### config.mk
export PLATFORM = sky130hd
export DESIGN_NAME = i2c_eeprom_master_top
export DESIGN_NICKNAME = d
export VERILOG_FILES = /design/src/hw/rtl/i2cee_pkg.sv /design/src/hw/rtl/i2cee_ram.sv /design/src/hw/rtl/i2cee_cfg.sv /design/src/hw/rtl/i2c_eeprom_master_top.sv
export SDC_FILE = /design/constraint.sdc
export NUM_CORES = 1
export LEC_CHECK = 0
export BUFFER_PORTS_ARGS = -buffer_cell sky130_fd_sc_hd__buf_2
export CAP_MARGIN = 30
export CORE_MARGIN = 2
export CORE_UTILIZATION = 60
export DETAILED_ROUTE_END_ITERATION = 10
export PLACE_DENSITY = 0.88
export SETUP_SLACK_MARGIN = 0.5
export SYNTH_ARGS = -nofsm -noshare
export SYNTH_HDL_FRONTEND = slang
export SYNTH_SLANG_ARGS = --single-unit
### constraint.sdc
create_clock -name clk -period 8.1 [get_ports clk]
set_input_delay 1.62 -clock clk [delete_from_list [all_inputs] [get_ports clk]]
set_output_delay 1.62 -clock clk [all_outputs]
set_load 0.01 [all_outputs]
### src/hw/rtl/i2cee_pkg.sv
// Package with payload types and constants for the I2C EEPROM master.
`default_nettype none
package i2cee_pkg;
  typedef struct packed {
    logic [1:0]  mode;
    logic        scl_in;
    logic        sda_in;
    logic [10:0] mem_address;
    logic [4:0]  byte_count;
    logic [7:0]  write_byte;
  } in_item_t;

  typedef struct packed {
    logic       scl_drive;
    logic       sda_drive;
    logic       read_valid;
    logic [7:0] read_byte;
    logic       busy_res;
    logic       done_res;
    logic       failed;
  } out_item_t;

  localparam logic [1:0] MODE_TICK  = 2'd0;
  localparam logic [1:0] MODE_LOAD  = 2'd1;
  localparam logic [1:0] MODE_WRITE = 2'd2;
  localparam logic [1:0] MODE_READ  = 2'd3;

  localparam logic [2:0] REG_DEVICE_BASE = 3'd0;
  localparam logic [2:0] REG_HOLD        = 3'd1;
  localparam logic [2:0] REG_GAP         = 3'd2;
  localparam logic [2:0] REG_WWAIT       = 3'd3;
  localparam logic [2:0] REG_ATTEMPTS    = 3'd4;

  localparam int unsigned MAX_LEN = 16;
endpackage
`default_nettype wire

### src/hw/rtl/i2cee_ram.sv
// Generic single-port-write RAM with registered read.
`default_nettype none
module i2cee_ram #(
  parameter int WIDTH = 8,
  parameter int DEPTH = 16
) (
  input  wire logic                     clk,
  input  wire logic                     we,
  input  wire logic [$clog2(DEPTH)-1:0] waddr,
  input  wire logic [WIDTH-1:0]         wdata,
  input  wire logic [$clog2(DEPTH)-1:0] raddr,
  output logic [WIDTH-1:0]              rdata
);
  logic [WIDTH-1:0] mem [DEPTH];
  always_ff @(posedge clk) begin
    if (we) mem[waddr] <= wdata;
    rdata <= mem[raddr];
  end
endmodule
`default_nettype wire

### src/hw/rtl/i2cee_cfg.sv
// Configuration register file for the I2C EEPROM master.
`default_nettype none
module i2cee_cfg (
  input  wire logic        clk,
  input  wire logic        rst_n,
  input  wire logic        cfg_valid,
  input  wire logic [2:0]  cfg_index,
  input  wire logic [15:0] cfg_data,
  output logic [7:0]       device_base,
  output logic [7:0]       hold_ticks,
  output logic [7:0]       gap_ticks,
  output logic [15:0]      write_wait_ticks,
  output logic [3:0]       max_attempts
);
  import i2cee_pkg::*;
  always_ff @(posedge clk) begin
    if (!rst_n) begin
      device_base <= 8'd160;
      hold_ticks <= 8'd12;
      gap_ticks <= 8'd20;
      write_wait_ticks <= 16'd7000;
      max_attempts <= 4'd10;
    end else if (cfg_valid) begin
      unique case (cfg_index)
        REG_DEVICE_BASE: device_base <= cfg_data[7:0];
        REG_HOLD:        hold_ticks <= cfg_data[7:0];
        REG_GAP:         gap_ticks <= cfg_data[7:0];
        REG_WWAIT:       write_wait_ticks <= cfg_data;
        REG_ATTEMPTS:    max_attempts <= cfg_data[3:0];
        default: ;
      endcase
    end
  end
endmodule
`default_nettype wire

### src/hw/rtl/i2c_eeprom_master_top.sv
// Each input beat passes the input register stage; its result beat is then registered in the output slots for out_.
// Throughput: one input beat per cycle; in_ready drops only while both output slots
// would be occupied with out_ready low.
// The buffer byte for each data phase is prefetched from a registered-read RAM.
// Reset (rst_n low, synchronous) idles the bus sequencer with both lines released.
// The write buffer contents are undefined until loaded; no clearing pass is run.
`default_nettype none
module i2c_eeprom_master_top #(
  parameter int PAGE_BYTES   = 16,
  parameter int BUFFER_DEPTH = 16
) (
  input  wire logic               clk,
  input  wire logic               rst_n,
  input  wire logic               in_valid,
  output logic                    in_ready,
  input  wire i2cee_pkg::in_item_t in_data,
  output logic                    out_valid,
  input  wire logic               out_ready,
  output i2cee_pkg::out_item_t    out_data,
  input  wire logic               cfg_valid,
  output logic                    cfg_ready,
  input  wire logic [2:0]         cfg_index,
  input  wire logic [15:0]        cfg_data
);
  import i2cee_pkg::*;

  localparam int AW = (BUFFER_DEPTH > 1) ? $clog2(BUFFER_DEPTH) : 1;
  localparam int PW = $clog2(PAGE_BYTES);
  localparam int FW = $clog2(BUFFER_DEPTH + 1);
  localparam int DEPTH_LEN = (BUFFER_DEPTH < MAX_LEN) ? BUFFER_DEPTH : MAX_LEN;

  typedef enum logic [4:0] {
    P_IDLE, P_STOP_A, P_STOP_B, P_STOP_C, P_STOP_D, P_GAP, P_START_A, P_START_B,
    P_TX_BIT, P_TX_HI, P_TX_LO, P_ACK_A, P_ACK_B, P_ACK_C, P_ACK_D, P_RX_PREP,
    P_RX_A, P_RX_B, P_RX_C, P_RA_A, P_RA_B, P_RA_C, P_WWAIT, P_FINISH
  } phase_t;
  typedef enum logic [1:0] {S_ID, S_ADDR, S_DATA, S_RID} stage_t;
  typedef enum logic [2:0] {W_BEGIN, W_REREAD, W_PAGE, W_DONE, W_FAIL} why_t;

  logic [7:0] device_base, hold_ticks, gap_ticks;
  logic [15:0] write_wait_ticks;
  logic [3:0] max_attempts;

  assign cfg_ready = 1'b1;
  i2cee_cfg u_cfg (
    .clk, .rst_n, .cfg_valid, .cfg_index, .cfg_data,
    .device_base, .hold_ticks, .gap_ticks, .write_wait_ticks, .max_attempts
  );

  // Input register stage.
  logic     s1_valid_r;
  in_item_t s1_r;
  // Output slots: main register and skid.
  logic      o_valid_r, k_valid_r;
  out_item_t o_r, k_r, res;

  assign in_ready  = !k_valid_r && !(s1_valid_r && o_valid_r && !out_ready);
  assign out_valid = o_valid_r;
  assign out_data  = o_r;

  // Sequencer state.
  phase_t phase_r, resume_r;
  stage_t stage_r;
  why_t   purpose_r;
  logic [3:0]  bit_index_r, attempt_r;
  logic [7:0]  shift_r;
  logic [FW-1:0] fill_r;
  logic [4:0]  byte_index_r, remaining_r, page_len_r;
  logic [10:0] addr_r;
  logic [15:0] wait_r;
  logic [8:0]  buf_base_r;
  logic scl_r, sda_r, stretch_r, is_read_r, fail_r, nack_r;

  // Prefetched buffer byte for the next data phase.
  logic [8:0] rd_idx;
  logic [7:0] ram_q;
  logic       rd_in_range_r;
  logic [8:0] idx_nxt_full;
  logic       we;

  phase_t phase_nxt, resume_nxt;
  stage_t stage_nxt;
  why_t   purpose_nxt;
  logic [3:0] bit_index_nxt, attempt_nxt;
  logic [7:0] shift_nxt;
  logic [FW-1:0] fill_nxt;
  logic [4:0] byte_index_nxt, remaining_nxt, page_len_nxt;
  logic [10:0] addr_nxt;
  logic [15:0] wait_nxt;
  logic [8:0] buf_base_nxt;
  logic scl_nxt, sda_nxt, stretch_nxt, is_read_nxt, fail_nxt, nack_nxt;

  function automatic logic [15:0] hold_of(input logic [15:0] v);
    return (v == 16'd0) ? 16'd0 : v - 16'd1;
  endfunction

  logic [7:0] buf_byte;
  assign buf_byte = rd_in_range_r ? ram_q : 8'd0;

  logic [4:0] len;
  logic [PW:0] page_room;
  logic [4:0]  page_calc;
  logic [3:0]  att_lim;
  logic [7:0]  dev_id;
  logic        run;

  always_comb begin
    phase_nxt = phase_r; resume_nxt = resume_r; stage_nxt = stage_r;
    purpose_nxt = purpose_r;
    bit_index_nxt = bit_index_r; attempt_nxt = attempt_r; shift_nxt = shift_r;
    fill_nxt = fill_r; byte_index_nxt = byte_index_r; remaining_nxt = remaining_r;
    page_len_nxt = page_len_r; addr_nxt = addr_r; wait_nxt = wait_r;
    buf_base_nxt = buf_base_r;
    scl_nxt = scl_r; sda_nxt = sda_r; stretch_nxt = stretch_r; is_read_nxt = is_read_r;
    fail_nxt = fail_r; nack_nxt = nack_r;
    res = '0;
    we = 1'b0;
    dev_id = '0;
    len = '0; page_room = '0; page_calc = '0;
    att_lim = (max_attempts == 4'd0) ? 4'd1 : max_attempts;
    run = (phase_r != P_IDLE);

    if (phase_r == P_IDLE) begin
      if (s1_r.mode == MODE_LOAD) begin
        if (fill_r < FW'(BUFFER_DEPTH)) begin
          we = 1'b1;
          fill_nxt = fill_r + FW'(1);
        end
      end else if (s1_r.mode == MODE_WRITE || s1_r.mode == MODE_READ) begin
        is_read_nxt = (s1_r.mode == MODE_READ);
        len = (s1_r.byte_count > 5'(MAX_LEN)) ? 5'(MAX_LEN) : s1_r.byte_count;
        if (!is_read_nxt && len > 5'(DEPTH_LEN)) len = 5'(DEPTH_LEN);
        fail_nxt = 1'b0; nack_nxt = 1'b0;
        addr_nxt = s1_r.mem_address;
        buf_base_nxt = '0; remaining_nxt = len; stretch_nxt = 1'b0; wait_nxt = '0;
        if (len == 5'd0) begin
          res.done_res = 1'b1;
          if (!is_read_nxt) fill_nxt = '0;
        end else begin
          if (is_read_nxt) page_len_nxt = len;
          else begin
            page_room = (PW+1)'(PAGE_BYTES) - {1'b0, addr_nxt[PW-1:0]};
            page_calc = (32'(page_room) > 32'(len)) ? len : 5'(page_room);
            page_len_nxt = page_calc;
          end
          attempt_nxt = 4'd1; byte_index_nxt = '0; purpose_nxt = W_BEGIN;
          phase_nxt = P_STOP_A;
          run = 1'b1;
        end
      end
    end

    if (run) begin
      if (stretch_r) begin
        if (s1_r.scl_in) begin
          stretch_nxt = 1'b0;
          wait_nxt = hold_of({8'd0, hold_ticks});
        end
      end else if (wait_nxt != 16'd0) begin
        wait_nxt = wait_nxt - 16'd1;
      end else begin
        dev_id = device_base + {4'd0, addr_nxt[10:8], 1'b0};
        unique case (phase_nxt)
          P_STOP_A: begin sda_nxt = 1'b1; wait_nxt = hold_of({8'd0, hold_ticks});
            phase_nxt = P_STOP_B; end
          P_STOP_B: begin sda_nxt = 1'b0; wait_nxt = hold_of({8'd0, hold_ticks});
            phase_nxt = P_STOP_C; end
          P_STOP_C: begin scl_nxt = 1'b1; wait_nxt = hold_of({8'd0, hold_ticks});
            phase_nxt = P_STOP_D; end
          P_STOP_D: begin
            sda_nxt = 1'b1; wait_nxt = hold_of({8'd0, hold_ticks});
            if (purpose_r == W_BEGIN || purpose_r == W_REREAD) begin
              resume_nxt = P_START_A; phase_nxt = P_GAP;
            end else if (purpose_r == W_PAGE) phase_nxt = P_WWAIT;
            else phase_nxt = P_FINISH;
          end
          P_GAP: begin wait_nxt = hold_of({8'd0, gap_ticks}); phase_nxt = resume_r; end
          P_START_A: begin sda_nxt = 1'b0; wait_nxt = hold_of({8'd0, hold_ticks});
            phase_nxt = P_START_B; end
          P_START_B: begin
            scl_nxt = 1'b0; wait_nxt = hold_of({8'd0, hold_ticks});
            bit_index_nxt = '0; phase_nxt = P_TX_BIT;
            if (purpose_r == W_REREAD) begin
              stage_nxt = S_RID; shift_nxt = dev_id | 8'd1;
            end else begin
              stage_nxt = S_ID; shift_nxt = dev_id;
            end
          end
          P_TX_BIT: begin
            sda_nxt = shift_r[7]; shift_nxt = {shift_r[6:0], 1'b0};
            wait_nxt = hold_of({8'd0, hold_ticks}); phase_nxt = P_TX_HI;
          end
          P_TX_HI: begin scl_nxt = 1'b1; stretch_nxt = 1'b1; phase_nxt = P_TX_LO; end
          P_TX_LO: begin
            scl_nxt = 1'b0; wait_nxt = hold_of({8'd0, hold_ticks});
            bit_index_nxt = bit_index_r + 4'd1;
            phase_nxt = (bit_index_nxt >= 4'd8) ? P_ACK_A : P_TX_BIT;
          end
          P_ACK_A: begin scl_nxt = 1'b0; wait_nxt = hold_of({8'd0, hold_ticks});
            phase_nxt = P_ACK_B; end
          P_ACK_B: begin sda_nxt = 1'b1; wait_nxt = hold_of({8'd0, hold_ticks});
            phase_nxt = P_ACK_C; end
          P_ACK_C: begin scl_nxt = 1'b1; stretch_nxt = 1'b1; phase_nxt = P_ACK_D; end
          P_ACK_D: begin
            scl_nxt = 1'b0; wait_nxt = hold_of({8'd0, hold_ticks});
            nack_nxt = s1_r.sda_in;
            if (s1_r.sda_in) begin
              if (attempt_r < att_lim) begin
                attempt_nxt = attempt_r + 4'd1; byte_index_nxt = '0;
                purpose_nxt = W_BEGIN; phase_nxt = P_STOP_A;
              end else begin
                fail_nxt = 1'b1; purpose_nxt = W_FAIL; phase_nxt = P_STOP_A;
              end
            end else begin
              unique case (stage_r)
                S_ID: begin
                  stage_nxt = S_ADDR; shift_nxt = addr_r[7:0];
                  bit_index_nxt = '0; phase_nxt = P_TX_BIT;
                end
                S_ADDR: begin
                  if (is_read_r) begin
                    purpose_nxt = W_REREAD; phase_nxt = P_STOP_A;
                  end else begin
                    stage_nxt = S_DATA; shift_nxt = buf_byte;
                    bit_index_nxt = '0; phase_nxt = P_TX_BIT;
                  end
                end
                S_DATA: begin
                  byte_index_nxt = byte_index_r + 5'd1;
                  if (byte_index_nxt < page_len_r) begin
                    shift_nxt = buf_byte; bit_index_nxt = '0; phase_nxt = P_TX_BIT;
                  end else begin
                    purpose_nxt = W_PAGE; resume_nxt = P_STOP_A; phase_nxt = P_GAP;
                  end
                end
                default: phase_nxt = P_RX_PREP;
              endcase
            end
          end
          P_RX_PREP: begin
            sda_nxt = 1'b0; scl_nxt = 1'b0; wait_nxt = '0; bit_index_nxt = '0;
            shift_nxt = '0;
            phase_nxt = P_RX_A;
          end
          P_RX_A: begin sda_nxt = 1'b1; wait_nxt = hold_of({8'd0, hold_ticks});
            phase_nxt = P_RX_B; end
          P_RX_B: begin scl_nxt = 1'b1; stretch_nxt = 1'b1; phase_nxt = P_RX_C; end
          P_RX_C: begin
            shift_nxt = {shift_r[6:0], s1_r.sda_in};
            scl_nxt = 1'b0; wait_nxt = hold_of({8'd0, hold_ticks});
            bit_index_nxt = bit_index_r + 4'd1;
            if (bit_index_nxt >= 4'd8) begin
              res.read_valid = 1'b1; res.read_byte = shift_nxt; phase_nxt = P_RA_A;
            end else phase_nxt = P_RX_A;
          end
          P_RA_A: begin
            sda_nxt = (remaining_r <= 5'd1); wait_nxt = hold_of({8'd0, hold_ticks});
            phase_nxt = P_RA_B;
          end
          P_RA_B: begin scl_nxt = 1'b1; stretch_nxt = 1'b1; phase_nxt = P_RA_C; end
          P_RA_C: begin
            scl_nxt = 1'b0; wait_nxt = '0;
            remaining_nxt = (remaining_r != 5'd0) ? remaining_r - 5'd1 : 5'd0;
            if (remaining_nxt != 5'd0) begin
              bit_index_nxt = '0; shift_nxt = '0; phase_nxt = P_RX_A;
            end else begin
              purpose_nxt = W_DONE; phase_nxt = P_STOP_A;
            end
          end
          P_WWAIT: begin
            wait_nxt = hold_of(write_wait_ticks);
            remaining_nxt = (remaining_r > page_len_r) ? remaining_r - page_len_r : 5'd0;
            addr_nxt = addr_r + {6'd0, page_len_r};
            buf_base_nxt = buf_base_r + {4'd0, page_len_r};
            if (remaining_nxt != 5'd0) begin
              page_room = (PW+1)'(PAGE_BYTES) - {1'b0, addr_nxt[PW-1:0]};
              page_calc = (32'(page_room) > 32'(remaining_nxt)) ?
                          remaining_nxt : 5'(page_room);
              page_len_nxt = page_calc;
              attempt_nxt = 4'd1; byte_index_nxt = '0; purpose_nxt = W_BEGIN;
              phase_nxt = P_STOP_A;
            end else phase_nxt = P_FINISH;
          end
          P_FINISH: begin
            phase_nxt = P_IDLE; res.done_res = 1'b1; res.failed = fail_r;
            if (!is_read_r) fill_nxt = '0;
          end
          default: phase_nxt = P_IDLE;
        endcase
      end
    end
    res.scl_drive = scl_nxt;
    res.sda_drive = sda_nxt;
    res.busy_res = (phase_nxt != P_IDLE);
  end

  // Address of the buffer byte the next acknowledged byte loads: the same entry
  // after the address byte, the following one during data bytes.
  assign idx_nxt_full = buf_base_r + {4'd0, byte_index_r} +
                        ((stage_r == S_DATA) ? 9'd1 : 9'd0);
  assign rd_idx = idx_nxt_full;

  logic s1_fire;
  assign s1_fire = s1_valid_r;

  i2cee_ram #(.WIDTH(8), .DEPTH(1 << AW)) u_buf (
    .clk, .we(we && s1_fire), .waddr(fill_r[AW-1:0]), .wdata(s1_r.write_byte),
    .raddr(rd_idx[AW-1:0]), .rdata(ram_q)
  );

  always_ff @(posedge clk) begin
    if (!rst_n) begin
      s1_valid_r <= 1'b0; o_valid_r <= 1'b0; k_valid_r <= 1'b0;
      phase_r <= P_IDLE; resume_r <= P_IDLE; stage_r <= S_ID; purpose_r <= W_BEGIN;
      bit_index_r <= '0; attempt_r <= '0; shift_r <= '0; fill_r <= '0;
      byte_index_r <= '0; remaining_r <= '0; page_len_r <= '0; addr_r <= '0;
      wait_r <= '0; buf_base_r <= '0; scl_r <= 1'b1; sda_r <= 1'b1;
      stretch_r <= 1'b0; is_read_r <= 1'b0; fail_r <= 1'b0; nack_r <= 1'b0;
      rd_in_range_r <= 1'b0;
    end else begin
      s1_valid_r <= in_valid && in_ready;
      if (in_valid && in_ready) s1_r <= in_data;
      rd_in_range_r <= (idx_nxt_full < 9'(BUFFER_DEPTH));
      if (s1_fire) begin
        phase_r <= phase_nxt; resume_r <= resume_nxt; stage_r <= stage_nxt;
        purpose_r <= purpose_nxt; bit_index_r <= bit_index_nxt;
        attempt_r <= attempt_nxt;
        shift_r <= shift_nxt; fill_r <= fill_nxt; byte_index_r <= byte_index_nxt;
        remaining_r <= remaining_nxt; page_len_r <= page_len_nxt; addr_r <= addr_nxt;
        wait_r <= wait_nxt; buf_base_r <= buf_base_nxt; scl_r <= scl_nxt;
        sda_r <= sda_nxt;
        stretch_r <= stretch_nxt; is_read_r <= is_read_nxt; fail_r <= fail_nxt;
        nack_r <= nack_nxt;
      end
      // Output register with skid slot.
      if (!o_valid_r || out_ready) begin
        if (k_valid_r) begin
          o_r <= k_r; o_valid_r <= 1'b1; k_valid_r <= s1_fire;
          if (s1_fire) k_r <= res;
        end else begin
          o_valid_r <= s1_fire;
          if (s1_fire) o_r <= res;
        end
      end else if (s1_fire) begin
        k_valid_r <= 1'b1; k_r <= res;
      end
    end
  end
endmodule
`default_nettype wire

* Word-level counts from Yosys, hierarchy flattened
Memories as Yosys holds them, arrays and structs flattened. A register that Yosys moved wholly into a read port is not among the register bits.
Cells that the tools add are included.
** Word-level totals
- Register bits :: 196
- Bits in writable memories :: 128
- Bits of input ports :: 52
- Output and inout port bits :: 17
- Logic and storage cells :: 381
- Memories kept :: 1
** Memory list
- u_buf.mem :: words 16, bits a word 8, rd ports 1, clocked after Yosys merged registers in 1, write ports 1, RTL line i2cee_ram.sv:14 : logic [WIDTH-1:0] mem [DEPTH];
** Operators by class
- Add/subtract/negate cells :: 17
- Order comparisons :: 11
- Equality and inequality tests :: 44
- Multiplexer cells :: 200
- Bitwise logic cells :: 3
- Reduce and logical (&&, ||, !) cells :: 57
** Operator list (number)
- $mux W5 :: 61
- $mux W16 :: 10
- $pmux W5 S22 :: 1
- $mux W9 :: 12
- $mux W11 :: 7
- $mux W4 :: 18
- $mux W14 :: 5
- $pmux W16 S4 :: 1
- $pmux W8 S6 :: 1
- $mux W1 :: 43
- $eq A5 B4 Y1 const B :: 8
- $eq A5 B5 Y1 const B :: 8
- $mux W8 :: 5
- $mux W3 :: 13
- $sub A16 B1 Y16 const B :: 2
- $pmux W5 S2 :: 3
- $reduce_bool A5 Y1 :: 5
- $pmux W4 S3 :: 2
- $pmux W8 S3 :: 1
- $eq A5 B3 Y1 const B :: 4
- $reduce_and A10 Y1 :: 2
- $add A9 B5 Y9 :: 2
- $mux W2 :: 9
- $sub A8 B1 Y9 const B :: 2
- 59 further kinds :: 107

* Logic depth before layout (Yosys ltp)
- Depth in word-level cells :: 22
- Mapped depth :: 15
- Gate-level depth less buffers :: 15

* Hierarchy
Synthesis repeated with hierarchy kept, for this count alone.
** Unflattened totals
- Cell total of the unflattened synthesis :: 1724
- Area total of the unflattened synthesis :: 17614.4 µm²
** By module, submodules not included
- i2c_eeprom_master_top :: times used 1, cells an instance 1322, area an instance 10656.5 µm², sequential area each 3543.4 µm²
- i2cee_ram :: times used 1, cells an instance 229, area an instance 5147.4 µm², sequential area each 4003.8 µm²
- i2cee_cfg :: times used 1, cells an instance 173, area an instance 1810.5 µm², sequential area each 880.8 µm²

* Worst setup path after synthesis
No wires, ideal clock.
- Kind :: input port to output port
- Start :: input port out_ready
- End :: output port in_ready
- Arrival :: 1.990 ns
- Required time :: 6.480 ns
- Slack :: 4.490 ns
- Cell stages on the path :: 2
- Buffers on the path :: 0
- Cells stage by stage :: nor2b_1 a21oi_1
** Between the ends
- Longest elaborated chain between the ends :: 4
** Ends and longest elaborated chain
- start, declared :: RTL line i2c_eeprom_master_top.sv:18 : input wire logic out_ready,
- $logic_not A1 Y1 :: RTL line i2c_eeprom_master_top.sv:57 : assign in_ready = !k_valid_r && !(s1_valid_r && o_valid_r && !out_ready);
- $logic_and A1 B1 Y1 :: RTL line i2c_eeprom_master_top.sv:57
- $logic_not A1 Y1 :: RTL line i2c_eeprom_master_top.sv:57
- $logic_and A1 B1 Y1 :: RTL line i2c_eeprom_master_top.sv:57
- end, declared :: RTL line i2c_eeprom_master_top.sv:15 : output logic in_ready,
No other way between the ends.

* Final worst setup path
- Start :: register phase_r[3]
- End :: register remaining_r[2]
** Between the ends
- Longest elaborated chain between the ends :: 9
- Elaborated cells between the ends (all ways) :: 19
- Those cells by class :: eq/ne (2); mux (14); reduce/logical (3)
** Ends and longest elaborated chain
- start, declared :: RTL line i2c_eeprom_master_top.sv:62 : phase_t phase_r, resume_r;
- start signal, assigned :: RTL line i2c_eeprom_master_top.sv:325 : phase_r <= phase_nxt; resume_r <= resume_nxt; stage_r <= stage_nxt;
- $mux W5 :: RTL line i2c_eeprom_master_top.sv:136 : if (len == 5'd0) begin
- $mux W5 :: RTL line i2c_eeprom_master_top.sv:129 : end else if (s1_r.mode == MODE_WRITE || s1_r.mode == MODE_READ) begin
- $mux W5 :: RTL line i2c_eeprom_master_top.sv:124 : if (s1_r.mode == MODE_LOAD) begin
- $mux W5 :: RTL line i2c_eeprom_master_top.sv:123 : if (phase_r == P_IDLE) begin
- $eq A5 B5 Y1 :: RTL line i2c_eeprom_master_top.sv:163 : unique case (phase_nxt)
- $pmux W5 S2 :: RTL line i2c_eeprom_master_top.sv:163
- $mux W5 :: RTL line i2c_eeprom_master_top.sv:159 : end else if (wait_nxt != 16'd0) begin
- $mux W5 :: RTL line i2c_eeprom_master_top.sv:154 : if (stretch_r) begin
- $mux W5 (*) :: RTL line i2c_eeprom_master_top.sv:153 : if (run) begin
- end signal, assigned :: RTL line i2c_eeprom_master_top.sv:329 : remaining_r <= remaining_nxt; page_len_r <= page_len_nxt; addr_r <= addr_nxt;
- end, declared :: RTL line i2c_eeprom_master_top.sv:68 : logic [4:0] byte_index_r, remaining_r, page_len_r;
Mark *: on every way between the ends. The rest lies on a longest branch, timed or not.
A chain may end at the register's enable or synchronous reset.

==> results.toml <==
[synth]
synth_largest_area_cell = "edfxtp_1"
synth-edff-count = 184
synthesis.nets = 1820
ys_seq_elements = 329
synthDominantCellAreaShare_pct = 31.6
synth_seq_area_share_pct = 48.3
avgSynthCellArea_um2 = 10.3
synth_cell_types = 93
syn_area_mm2 = 0.0175
synth_warnings = 0
synthArstFlopShare_pct = 0
yosys_most_used_dff = "edfxtp_1"
syn_inst = 1703
yosys-top-cells-area = "edfxtp_1, dfxtp_1, mux4_2, ha_1, nand2_1"

[worst_hold_path]
worstHoldEndpoint = "u_cfg.write_wait_ticks[13]$_SDFFE_PN0P_"
hp-class = "flop to flop"
hold_start = "u_cfg.write_wait_ticks[13]$_SDFFE_PN0P_"
whs_path_depth = 2

[placed_design]
gp_congestion = 0.957
port-buffer-count = 67
placed_area_mm2 = 0.0181
dp_slack_ns = 4.02
dp.cells = 2086
post-dp-hpwl_um = 32300

[drt]
routed_wl_um = 47300
drt_first_pass_iters = 8
route.met3.wl_um = 4740
drc = 0
top_layer = "met4"
ant_nets = 0
drt_iter0_drc = 1955
vias = 14400
met2_length_um = 22200
routed_via_density = 6.70
avgRoutedWirePerCell_um = 22.0
wl_met1_um = 17800

[grt]
grt_pass1_vias = 14000
gr-total-overflow = 0
grt_use_total_pct = 30.8
grt_pass1_wl_um = 74800
grt_max_degree = 58
grt_antenna_before_repair = 0

[cells_and_area]
drive_gt1_share_pct = 13.9
final_util_pct = 67.3
final_area_mm2 = 0.0193
nets = 1857
layout_commonest_cell = "nand2_1"
n_antenna_cell = 0
instances_no_fill = 2151
final_cell_mix = "nand2_1, edfxtp_1, dfxtp_1"
areaGrowthSynthToFinish_pct = 10.7

[floorplanning]
fp.dieW_um = 175
core_mm2 = 0.0287
rows = 62
start_util_pct = 60.8
io-pin-count = 69
die-area_mm2 = 0.0305
fp.dieH_um = 175

[power_and_ir_drop]
power_density_mw_per_mm2 = 214
vdd_ir_drop_max_mv = 0.185
p_leak_nw = 6.83
p_total_mw = 4.15

[cts]
ctsRootBufferMaster = "clkbuf_16"
post_cts_buffers = 0
ctsHtreeMaxLevel = 2
clock_sinks = 329
hold_buffers = 0
clock_path_buffers = 3
cts-buffers-inserted = 36
cts_repair_resize_count = 0
tritoncts = "built"
clk_latency_ns = 0.54
path_clk_slew_ns = 0.06

[critical_path]
cp_num_buf_inv = 2
crit_required_ns = 8.48
worstPathCellList = "nor3_2, nand2_1, buf_4, nand2_1, ha_1, o21ai_2, buf_4, nor4_1, o21ai_0, a221oi_1, nor2_1"
reg2reg_depth = 11
crit_path_end_kind = "flop"
cpLargestDelayFamily = "simple AND/OR/NAND/NOR gates"
cp-start-kind = "flop"
crit_start = "phase_r[3]$_SDFFE_PN0P_"
r2r-end = "remaining_r[2]$_SDFFE_PN0P_"
cp_max_fo = 37
worstPathArrival_ns = 4.62
ff2ff_setup_slack_ns = 3.86
critPathKind = "flop to flop"
r2r-start = "phase_r[3]$_SDFFE_PN0P_"
cpMaxStageDelayCell = "nor4_1"
slowest_delay_ns = 0.70

[job]
max-cap-violations = 0

[run_status]
status = "finished, final reports clean"

[sta]
clock.fmax_ghz = 0.236
drv_slew = 0
tightest_slew_ns = 1.04
relSlewSlack_pct = 30.2
timing.hold.ws_ns = 0.481
hold_viol = 0
finClkSkew_ns = 0.0194
fin_tns_setup_ns = 0
rsz0062_at_grt = "no"
setup_ws_ns = 3.86
setup_violations = 0
finalCriticalPeriod_ns = 4.24
finalCritPeriodShare_pct = 52.3
## cells in the mapped netlist, types with 6 or more instances
master,count
nand2_1,196
edfxtp_1,184
dfxtp_1,145
nor2_1,130
a21oi_1,123
o21ai_0,96
clkbuf_1,69
ha_1,59
inv_1,59
nand3_1,51
nor3_1,45
mux4_2,40
xnor2_1,30
nor2b_1,26
nand2b_1,25
xor2_1,22
a211oi_1,21
o22ai_1,20
o211ai_1,17
and3_1,16
a21o_1,15
a32oi_1,14
and2_1,14
mux2_2,14
mux2i_1,14
a31oi_1,13
or3_1,12
buf_2,10
a221oi_1,9
nor3b_1,9
o31ai_1,9
buf_1,8
nand4_1,8
o21a_1,8
or4_1,8
a222oi_1,7
nor4_1,7
o2111ai_1,7
fa_1,6
o32ai_1,6
## how the worst max path moves through the flow
stage,slack (ns),endpoint,cells after the start
detailed placement,4.02,in_ready,4
global route,3.64,remaining_r[2]$_SDFFE_PN0P_,11
finish,3.86,remaining_r[2]$_SDFFE_PN0P_,11
global placement,3.94,out_data[2]$_DFFE_PP_,4
CTS,4.01,in_ready,4
floorplan,4.49,in_ready,2
## routing by layer
| metal | global-route usage, % | up-vias |
|---|---|---|
| li1 | - | 6474 |
| met5 | 0 | - |
| met1 | 39.5 | 6758 |
| met2 | 50.1 | 956 |
| met3 | 5.96 | 219 |
| met4 | 15.5 | 0 |
## cell families (layout without fill, tap and decap cells)
group / count (synthesis) / count (layout) / synth area share, %
adders and majority gates: 65 / 65 / 4.92
xor gates and xnor gates: 52 / 52 / 2.61
buffers and inverters: 152 / 216 / 3.45
DFF: 329 / 329 / 48.3
other: 1 / 1 / 0.0215
muxes: 68 / 68 / 6.86
and+or+nand+nor: 587 / 587 / 16.6
AOI/OAI and AO/OA: 449 / 449 / 17.3
## flip-flops by register name, summed over array words and instances (netlist names), 9 cells and up
register / flops
k_r: 14
out_data: 14
buf_base_r: 9
u_cfg.write_wait_ticks: 16
wait_r: 16
s1_r: 28
addr_r: 11
u_buf.mem: 128
## tightest hold or removal path, cell delays in order, from the launching register on
cell,delay [ns]
dfxtp_1,0.32
nand2_1,0.06
a21oi_1,0.06
## where the power goes
group          total [mW]  switching, mW  leakage (nW)  internal [mW]
registers            1.84         0.0474          2.83           1.79
clock network        1.72          0.710         0.597           1.01
logic               0.583          0.383          3.40          0.199
total                4.15           1.14          6.83           3.01
## area by class of cell
| class | instances | area [µm²] |
|---|---|---|
| clock inverters | 25 | 304 |
| inverters | 62 | 233 |
| multi-input cells | 1222 | 8440 |
| flip-flops and latches | 329 | 8430 |
| fillers | 2063 | 9370 |
| well taps | 384 | 480 |
| clock buffers | 40 | 937 |
| repair buffers | 89 | 504 |
Note: power is estimated with default switching activity, not from simulation.
